`config.mk`:
```
export PLATFORM = sky130hd
export DESIGN_NAME = murmurhash2_stream
export DESIGN_NICKNAME = d
export VERILOG_FILES = /design/src/hdl/mmh_pkg.sv /design/src/hdl/mmh_ctrl.sv /design/src/hdl/mmh_dp.sv /design/src/hdl/murmurhash2_stream.sv
export SDC_FILE = /design/constraint.sdc
export NUM_CORES = 1
export LEC_CHECK = 0
export BUFFER_PORTS_ARGS = -buffer_cell sky130_fd_sc_hd__buf_2
export CORE_AREA = 2 2 173 175
export CTS_BUF_LIST = sky130_fd_sc_hd__clkbuf_16
export CTS_CLUSTER_DIAMETER = 150
export DETAILED_ROUTE_END_ITERATION = 10
export DIE_AREA = 0 0 175 177
export MAX_ROUTING_LAYER = met4
export PLACE_DENSITY = 0.86
export SYNTH_ARGS = -nofsm -noshare
export SYNTH_HDL_FRONTEND = slang
export SYNTH_SLANG_ARGS = --single-unit
```
`constraint.sdc`:
```
create_clock -name clk -period 12.8 [get_ports clk]
set_input_delay 2.56 -clock clk [delete_from_list [all_inputs] [get_ports clk]]
set_output_delay 2.56 -clock clk [all_outputs]
set_load 0.01 [all_outputs]
```
`src/hdl/mmh_pkg.sv`:
```
// Shared constants, datapath op codes and controller/datapath interface types.
package mmh_pkg;

    localparam int unsigned WORD_W  = 32;
    localparam int unsigned CNT_W   = 3;
    localparam int unsigned LEN_W   = 31;
    localparam int unsigned ADDR_W  = 3;

    localparam logic [WORD_W-1:0] MIX_MUL = 32'h5bd1_e995;
    localparam int unsigned MIX_SHIFT   = 24;
    localparam int unsigned FIN_SHIFT_A = 13;
    localparam int unsigned FIN_SHIFT_B = 15;

    // register word index (paddr[2])
    localparam logic REG_SEED = 1'b0;

    // datapath operations
    localparam logic [2:0] OP_NONE = 3'd0;
    localparam logic [2:0] OP_LOAD = 3'd1;
    localparam logic [2:0] OP_K1   = 3'd2;
    localparam logic [2:0] OP_K2   = 3'd3;
    localparam logic [2:0] OP_HMIX = 3'd4;
    localparam logic [2:0] OP_TAIL = 3'd5;
    localparam logic [2:0] OP_FIN  = 3'd6;

    typedef struct packed {
        logic [2:0] op;
    } mmh_cmd_t;

    typedef struct packed {
        logic in_full;   // request carries a full word
        logic in_empty;  // request carries no bytes
        logic in_last;   // request ends the key
        logic last;      // loaded request ends the key
    } mmh_stat_t;

endpackage

```
`src/hdl/mmh_ctrl.sv`:
```
// Sequencer for the shared multiplier and the handshakes.
module mmh_ctrl
(
    input  logic              clk,
    input  logic              rst_n,
    input  logic              in_valid,
    output logic              in_ready,
    output logic              out_valid,
    input  logic              out_ready,
    input  mmh_pkg::mmh_stat_t stat,
    output mmh_pkg::mmh_cmd_t  cmd
);
    import mmh_pkg::*;

    localparam logic [2:0] S_IDLE = 3'd0;
    localparam logic [2:0] S_K1   = 3'd1;
    localparam logic [2:0] S_K2   = 3'd2;
    localparam logic [2:0] S_HMIX = 3'd3;
    localparam logic [2:0] S_TAIL = 3'd4;
    localparam logic [2:0] S_FIN  = 3'd5;

    logic [2:0] state_reg;
    logic [2:0] state_next;
    logic       out_valid_reg;
    logic       out_valid_next;
    logic       accept;
    logic       fin_go;

    assign in_ready  = (state_reg == S_IDLE);
    assign out_valid = out_valid_reg;
    assign accept    = in_valid && (state_reg == S_IDLE);
    // result slot must be free before the finalizer overwrites it
    assign fin_go    = (state_reg == S_FIN) && (!out_valid_reg || out_ready);

    always_comb
    begin
        state_next = state_reg;
        cmd.op     = OP_NONE;
        case (state_reg)
            S_IDLE:
            begin
                if (accept)
                begin
                    cmd.op = OP_LOAD;
                    if (stat.in_full)
                        state_next = S_K1;
                    else if (!stat.in_empty)
                        state_next = S_TAIL;
                    else if (stat.in_last)
                        state_next = S_FIN;
                    else
                        state_next = S_IDLE;
                end
            end
            S_K1:
            begin
                cmd.op     = OP_K1;
                state_next = S_K2;
            end
            S_K2:
            begin
                cmd.op     = OP_K2;
                state_next = S_HMIX;
            end
            S_HMIX:
            begin
                cmd.op     = OP_HMIX;
                state_next = stat.last ? S_FIN : S_IDLE;
            end
            S_TAIL:
            begin
                cmd.op     = OP_TAIL;
                state_next = stat.last ? S_FIN : S_IDLE;
            end
            S_FIN:
            begin
                if (fin_go)
                begin
                    cmd.op     = OP_FIN;
                    state_next = S_IDLE;
                end
            end
            default:
            begin
                state_next = S_IDLE;
            end
        endcase
    end

    always_comb
    begin
        if (fin_go)
            out_valid_next = 1'b1;
        else if (out_ready)
            out_valid_next = 1'b0;
        else
            out_valid_next = out_valid_reg;
    end

    always_ff @(posedge clk or negedge rst_n)
    begin
        if (!rst_n)
        begin
            state_reg     <= S_IDLE;
            out_valid_reg <= 1'b0;
        end
        else
        begin
            state_reg     <= state_next;
            out_valid_reg <= out_valid_next;
        end
    end

endmodule

```
`src/hdl/mmh_dp.sv`:
```
// Hash datapath: running hash, mix register and one shared constant multiplier.
module mmh_dp
(
    input  logic                       clk,
    input  logic                       rst_n,
    input  mmh_pkg::mmh_cmd_t          cmd,
    output mmh_pkg::mmh_stat_t         stat,
    input  logic [mmh_pkg::WORD_W-1:0] seed,
    input  logic [mmh_pkg::WORD_W-1:0] data_word,
    input  logic [mmh_pkg::CNT_W-1:0]  byte_count,
    input  logic                       first_item,
    input  logic                       last_item,
    input  logic [mmh_pkg::LEN_W-1:0]  total_len,
    output logic [mmh_pkg::WORD_W-1:0] hash_value
);
    import mmh_pkg::*;

    logic [WORD_W-1:0] h_reg;
    logic [WORD_W-1:0] h_next;
    logic [WORD_W-1:0] k_reg;
    logic [WORD_W-1:0] k_next;
    logic [WORD_W-1:0] word_reg;
    logic [WORD_W-1:0] word_next;
    logic [WORD_W-1:0] hash_reg;
    logic [WORD_W-1:0] hash_next;
    logic              last_reg;
    logic              last_next;
    logic [WORD_W-1:0] word_mask;
    logic [WORD_W-1:0] mul_a;
    logic [WORD_W-1:0] prod;

    // bytes above byte_count are dropped at load; 4..7 keep the full word
    always_comb
    begin
        case (byte_count)
            3'd1:    word_mask = 32'h0000_00ff;
            3'd2:    word_mask = 32'h0000_ffff;
            3'd3:    word_mask = 32'h00ff_ffff;
            default: word_mask = 32'hffff_ffff;
        endcase
    end

    assign stat.in_full  = byte_count[CNT_W-1];
    assign stat.in_empty = (byte_count == '0);
    assign stat.in_last  = last_item;
    assign stat.last     = last_reg;

    always_comb
    begin
        case (cmd.op)
            OP_K1:   mul_a = word_reg;
            OP_K2:   mul_a = k_reg ^ (k_reg >> MIX_SHIFT);
            OP_HMIX: mul_a = h_reg;
            OP_TAIL: mul_a = h_reg ^ word_reg;
            OP_FIN:  mul_a = h_reg ^ (h_reg >> FIN_SHIFT_A);
            default: mul_a = h_reg;
        endcase
    end

    // low half of the product is all that is kept
    assign prod = mul_a * MIX_MUL;

    always_comb
    begin
        h_next    = h_reg;
        k_next    = k_reg;
        word_next = word_reg;
        hash_next = hash_reg;
        last_next = last_reg;
        case (cmd.op)
            OP_LOAD:
            begin
                word_next = data_word & word_mask;
                last_next = last_item;
                if (first_item)
                    h_next = seed ^ {1'b0, total_len};
            end
            OP_K1:   k_next    = prod;
            OP_K2:   k_next    = prod;
            OP_HMIX: h_next    = prod ^ k_reg;
            OP_TAIL: h_next    = prod;
            OP_FIN:  hash_next = prod ^ (prod >> FIN_SHIFT_B);
            default: ;
        endcase
    end

    always_ff @(posedge clk or negedge rst_n)
    begin
        if (!rst_n)
        begin
            h_reg    <= '0;
            last_reg <= 1'b0;
        end
        else
        begin
            h_reg    <= h_next;
            last_reg <= last_next;
        end
    end

    always_ff @(posedge clk)
    begin
        k_reg    <= k_next;
        word_reg <= word_next;
        hash_reg <= hash_next;
    end

    assign hash_value = hash_reg;

endmodule

```
`src/hdl/murmurhash2_stream.sv`:
```
// Streaming 32-bit MurmurHash2 top level: config register, controller, datapath.
//
//  channel  | handshake                | payload
//  ---------+--------------------------+---------------------------------------------
//  config   | psel/penable/pwrite/pready | paddr, pwdata, prdata (seed at 0x0)
//  input    | in_valid / in_ready      | data_word, byte_count, first_item,
//           |                          | last_item, total_len
//  output   | out_valid / out_ready    | hash_value
//
// One multiplier serves all steps. A full word is accepted, then passes two
// key multiplies and a hash multiply; a tail word is accepted and then takes
// the tail multiply, an empty word only the accept; a last request adds the
// finalizer multiply. The result sits in an output register; the next request
// is taken while it waits, and only the finalizer stalls until the output
// register is free. rst_n clears the seed and the running hash to zero.
module murmurhash2_stream
(
    input  logic                       clk,
    input  logic                       rst_n,
    input  logic                       psel,
    input  logic                       penable,
    input  logic                       pwrite,
    input  logic [mmh_pkg::ADDR_W-1:0] paddr,
    input  logic [mmh_pkg::WORD_W-1:0] pwdata,
    output logic [mmh_pkg::WORD_W-1:0] prdata,
    output logic                       pready,
    input  logic                       in_valid,
    output logic                       in_ready,
    input  logic [mmh_pkg::WORD_W-1:0] data_word,
    input  logic [mmh_pkg::CNT_W-1:0]  byte_count,
    input  logic                       first_item,
    input  logic                       last_item,
    input  logic [mmh_pkg::LEN_W-1:0]  total_len,
    output logic                       out_valid,
    input  logic                       out_ready,
    output logic [mmh_pkg::WORD_W-1:0] hash_value
);
    import mmh_pkg::*;

    logic [WORD_W-1:0] seed_reg;
    logic [WORD_W-1:0] seed_next;
    logic              seed_sel;
    mmh_cmd_t          cmd;
    mmh_stat_t         stat;

    assign pready   = 1'b1;
    assign seed_sel = (paddr[ADDR_W-1] == REG_SEED);
    assign prdata   = seed_sel ? seed_reg : '0;

    always_comb
    begin
        seed_next = seed_reg;
        if (psel && penable && pwrite && seed_sel)
            seed_next = pwdata;
    end

    always_ff @(posedge clk or negedge rst_n)
    begin
        if (!rst_n)
            seed_reg <= '0;
        else
            seed_reg <= seed_next;
    end

    mmh_ctrl u_ctrl
    (
        .clk       (clk),
        .rst_n     (rst_n),
        .in_valid  (in_valid),
        .in_ready  (in_ready),
        .out_valid (out_valid),
        .out_ready (out_ready),
        .stat      (stat),
        .cmd       (cmd)
    );

    mmh_dp u_dp
    (
        .clk        (clk),
        .rst_n      (rst_n),
        .cmd        (cmd),
        .stat       (stat),
        .seed       (seed_reg),
        .data_word  (data_word),
        .byte_count (byte_count),
        .first_item (first_item),
        .last_item  (last_item),
        .total_len  (total_len),
        .hash_value (hash_value)
    );

endmodule
```
Yosys cells after proc, flatten, opt, wreduce, memory -nomap -nowiden
Cells that the tools add are included.

Output and inout port bits: 67. Register bits after elaboration: 165. Input port bits: 110.

Mux-type cells: 17. Eq/ne operators: 17. Reductions and logical operators: 15. Multiply operators: 1. Bitwise logic cells: 8.

Operators with widths (count): $pmux W32 S3 (2); $pmux W32 S4 (1); $mux W32 (2); $xor A32 B32 Y32 (2); $and A32 B32 Y32 (1); $mul A32 B31 Y32 const B (1); $xor A32 B17 Y32 (1); $xor A32 B19 Y32 (1); $xor A32 B31 Y32 (1); $xor A32 B8 Y32 (1); $mux W3 (7); $eq A3 B2 Y1 const B (6); $pmux W3 S6 (1); $eq A3 B3 Y1 const B (5); $pmux W3 S5 (1); $eq A3 B1 Y1 const B (3); $logic_not A3 Y1 (2); $logic_and A1 B1 Y1 (5); $ne A2 B1 Y1 const B (2); $reduce_and A2 Y1 (2); $reduce_or A2 Y1 (2); $mux W1 (3); $reduce_bool A3 Y1 (1); $ne A2 B2 Y1 const B (1); 4 further kinds (4).

Longest topological paths before layout
Word-level depth: 10. Depth in mapped cells: 36. Depth with buffers taken out: 34.

By module
From an unflattened synthesis, not the netlist that was laid out.

Cells, all modules: 1762. Area total of the unflattened synthesis: 17915.9 µm².

By module, submodules not included: mmh_dp (area an instance 16071.7 µm², cells each 1620, instances 1); murmurhash2_stream (area an instance 1554.0 µm², cells each 105, instances 1); mmh_ctrl (area an instance 290.3 µm², cells each 37, instances 1).

Worst setup path after synthesis
Ideal clock, no wire load.

Path kind: input to register. Start: input out_ready. End: register u_dp.hash_reg[16], in the netlist u_dp.hash_value[16], data pin. Buffers on the path: 1. Required time: 12.531 ns. Arrival time: 10.859 ns. Path slack: 1.673 ns. Cell stages on the path: 29. Cells stage by stage: nand2b_1 nand3_4 inv_1 clkbuf_1 nand2_1 o21ai_0 inv_1 fa_1 inv_1 ha_1 inv_1 fa_1 fa_1 inv_1 fa_1 fa_1 fa_1 inv_1 fa_1 inv_1 ha_1 a21o_1 a21o_1 a221o_1 a21o_1 a31oi_1 o21ai_0 xnor2_1 xnor2_1.

Longest elaborated chain between the ends: 8. Elaborated cells between the ends (all ways): 11.

RTL lines: start, declared (RTL line murmurhash2_stream.sv:35) `input logic out_ready,`; $logic_or A1 B1 Y1 * (RTL line mmh_ctrl.sv:33) `assign fin_go = (state_reg == S_FIN) && (!out_valid_reg || out_ready);`; $logic_and A1 B1 Y1 * (RTL line mmh_ctrl.sv:33); $mux W3 * (RTL line mmh_ctrl.sv:77) `if (fin_go)`; $pmux W3 S6 * (RTL line mmh_ctrl.sv:39) `case (state_reg)`; $eq A3 B3 Y1 / $eq A3 B2 Y1 (equally long branches) (RTL line mmh_dp.sv:50) `case (cmd.op)`; $pmux W32 S4 * (RTL line mmh_dp.sv:50); $mul A32 B31 Y32 * (RTL line mmh_dp.sv:61) `assign prod = mul_a * MIX_MUL;`; $xor A32 B17 Y32 * (RTL line mmh_dp.sv:82) `OP_FIN: hash_next = prod ^ (prod >> FIN_SHIFT_B);`; end signal, assigned (RTL line mmh_dp.sv:105) `hash_reg <= hash_next;`; end, declared (RTL line mmh_dp.sv:24) `logic [WORD_W-1:0] hash_reg;`.

Every way passes the cells marked *; elsewhere a longest branch is shown, timed or not. A chain may end at the register's enable or synchronous reset.

Final worst setup path
Start: input out_ready. End: register u_dp.hash_reg[31], in the netlist u_dp.hash_value[31], data pin.

Longest elaborated chain between the ends: 8. Elaborated cells between the ends (all ways): 11.

RTL lines: $logic_or A1 B1 Y1 * (RTL line mmh_ctrl.sv:33); $logic_and A1 B1 Y1 * (RTL line mmh_ctrl.sv:33); $mux W3 * (RTL line mmh_ctrl.sv:77); $pmux W3 S6 * (RTL line mmh_ctrl.sv:39); $eq A3 B3 Y1 / $eq A3 B2 Y1 (equally long branches) (RTL line mmh_dp.sv:50); $pmux W32 S4 * (RTL line mmh_dp.sv:50); $mul A32 B31 Y32 * (RTL line mmh_dp.sv:61); via u_dp.prod[31] (RTL line mmh_dp.sv:30) `logic [WORD_W-1:0] prod;`; $xor A32 B17 Y32 * (RTL line mmh_dp.sv:82).

The timed path passes the listed nets; every way through them passes the cells marked *.

==> flow_summary_export.csv <==
group,metric,value,unit
finish,area_delta_synth_final,11.58,%
worst_setup_path,path_buf_inv,8,
placement,gp_congestion,1.009,
placement,portBuffers,173,
finish,nNetsFinal,2455,
worst_setup_path,crit_family,"adder cells",
floorplan,rows,63,
worst_setup_path,worstReg2RegStart,"u_ctrl.state_reg[1]$_DFFE_PN0P_",
sta,setup_violations,0,
sta,fin_crit_sh,88.64,%
placement,post_dp_cell_area,19170,um^2
cts,hold_buffers,0,
synthesis,synth-main-ff-cell,"edfxtp_1",
synthesis,synth_fp_nets,2277,
finish,drive_gt1_share,15.27,%
sta,maxSlewHeadroom,15.34,%
cts,cts_inserted_buffers,17,
synthesis,yosysTopAreaCellShare,20.19,%
worst_setup_path,cpPeakStageDelay,670,ps
cts,numClockSinks,165,
cts,ctsResizeCount,0,
floorplan,die_h,177,um
status,outcome,"finished clean",
detailed_routing,drc,0,
synthesis,yosys-top-cells-area,"fa_1, edfxtp_1, ha_1, dfrtp_1, inv_1",
finish,design_area,19810,um^2
detailed_routing,routed_wl,53.81,mm
detailed_routing,ant_nets,0,
floorplan,die_width,175,um
worst_setup_path,startpoint_type,"input port",
detailed_routing,drt_iter0_drc,1635,
cts,root_buffer,"clkbuf_16",
sta,max_freq,0.08814,GHz
sta,finalSetupTns,0,ps
synthesis,yosysWarningCount,0,
run,drv_cap,0,
sta,layout_min_cycle_time,11350,ps
cts,cts_max_level,4,
sta,fin_worst_skew,8.505,ps
synthesis,synth.distinct_cells,76,
sta,tightest_slew,1266,ps
synthesis,synth-seq-cells,165,
synthesis,async_reset_ff_share,41.82,%
synthesis,syn_avg_cell_area,10.01,um^2
detailed_routing,firstDrtPassIters,6,
worst_setup_path,cp_max_fo,28,
detailed_routing,wire_per_inst,22.85,um
worst_setup_path,crit_type,"in -> reg",
worst_setup_path,endpoint_kind,"flip-flop",
sta,fin_ws,1454,ps
cts,path_clk_slew,60,ps
cts,clk_path_buf_depth,2,
floorplan,core,29240,um^2
synthesis,yosysSeqAreaShare,25.97,%
global_routing,grt_use_total,37.23,%
min_path,worst_hold_path_type,"reg -> reg",
sta,finalHoldViolations,0,
placement,pre_cts_ws,1282,ps
worst_setup_path,arrival,11500,ps
synthesis,syn_area,17750,um^2
worst_setup_path,crit_start,"out_ready",
synthesis,yosys.cell_count.top_type,"inv_1",
finish,diodes,0,
cts,clk_latency,440,ps
min_path,hp-start,"seed_reg[17]$_DFFE_PN0P_",
floorplan,die_area,30980,um^2
global_routing,first_global_vias,14990,
detailed_routing,vias,14150,
sta,rsz0062_at_grt,"no",
detailed_routing,vias_per_cell,6.007,
cts,cts_tree,"yes",
global_routing,grt_pass1_wl,83.98,mm
floorplan,ioPinCount,177,
placement,place_hpwl,41.68,mm
worst_setup_path,required,12950,ps
global_routing,grt_antenna_before_repair,0,
worst_setup_path,critPathSlowestCell,"a311oi_4",
synthesis,synth_edf_count,96,
sta,slew_violations,0,
global_routing,grt_max_degree,70,
synthesis,netlist_instances,1774,
global_routing,overflow,0,
synthesis,synth_top_cell_by_area,"fa_1",
synthesis,ys_top_cells_by_count,"inv_1, ha_1, fa_1, xnor2_1, edfxtp_1",
cts,cts_setup_buffers,0,
floorplan,initial_core_util,60.70,%
[final timing paths]
| kind | end | slack (ps) | cells past startpoint |
|---|---|---|---|
| min reg2reg | seed_reg[17]$_DFFE_PN0P_ | 540 | 1 |
| min | seed_reg[17]$_DFFE_PN0P_ | 540 | 1 |
| max | u_dp.hash_value[31]$_DFFE_PN_ | 1450 | 32 |
| max reg2reg | u_dp.hash_value[31]$_DFFE_PN_ | 2430 | 29 |
| max in group asynchronous | u_ctrl.state_reg[2]$_DFFE_PN0P_ | 9830 | 2 |
| min in group asynchronous | seed_reg[19]$_DFFE_PN0P_ | 2360 | 2 |
[stage by stage]
step | cells | hold WS [ps] | util, %
5_1_grt | 2355 | 563.8 | 67.73
6_report | 2355 | 544.2 | 67.73
4_1_cts | 2355 | 547.2 | 67.73
2_1_floorplan | 1774 | 462.5 | -
3_3_place_gp | 2323 | 526.2 | 65.55
3_5_place_dp | 2323 | 535.5 | 65.55
[metal layers]
layer	GRT usage [%]	up-vias	wire length, um
met5	-	-	0
met4	23.16	0	3878
met3	7.861	242	5620
met2	57.05	936	24520
met1	45.38	6819	19790
li1	-	6150	-
[cells in the final DEF (no fill, tap or decap), types with 7 or more instances in the layout]
cell,count
xnor2_1,100
and3_1,7
o21ai_0,74
dfrtp_1,69
a32oi_1,13
o21a_1,8
o22ai_1,9
a21o_1,11
o211ai_1,16
clkbuf_16,17
a21oi_1,59
nand3_1,17
and2_1,13
nor2_1,80
buf_2,173
nor3_1,12
mux2i_1,13
o21bai_1,10
inv_1,391
ha_1,214
a22oi_1,7
xor2_1,36
nor2b_1,59
mux2_2,32
nand2b_1,8
nand2_1,83
edfxtp_1,96
buf_4,35
a221oi_1,8
fa_1,179
o21ai_1,7
a31oi_1,10
[cells by family after synthesis]
| logic type | Yosys count | synth area share [%] |
|---|---|---|
| buffers and inverters | 437 | 9.557 |
| AND/OR/NAND/NOR | 311 | 8.733 |
| adder cells (fa/ha/maj) | 393 | 35.27 |
| flip-flops | 165 | 25.97 |
| other | 1 | 0.02112 |
| AO/OA/AOI/OAI | 282 | 10.54 |
| multiplexers | 45 | 2.763 |
| XOR/XNOR | 140 | 7.147 |
[area by class of cell]
type                            count  area [um^2]
Tap cell                          390        488.0
Sequential cell                   165         4609
Clock inverter                     15        214.0
Fill cell                        2074         9437
Timing Repair Buffer              208         1129
Multi-Input combinational cell   1172        11490
Clock buffer                       17        425.4
Inverter                          388         1456
Power is left out: the tool's default activity adds up to more than one toggle a clock period on the data nets, which glitch-free logic cannot reach.
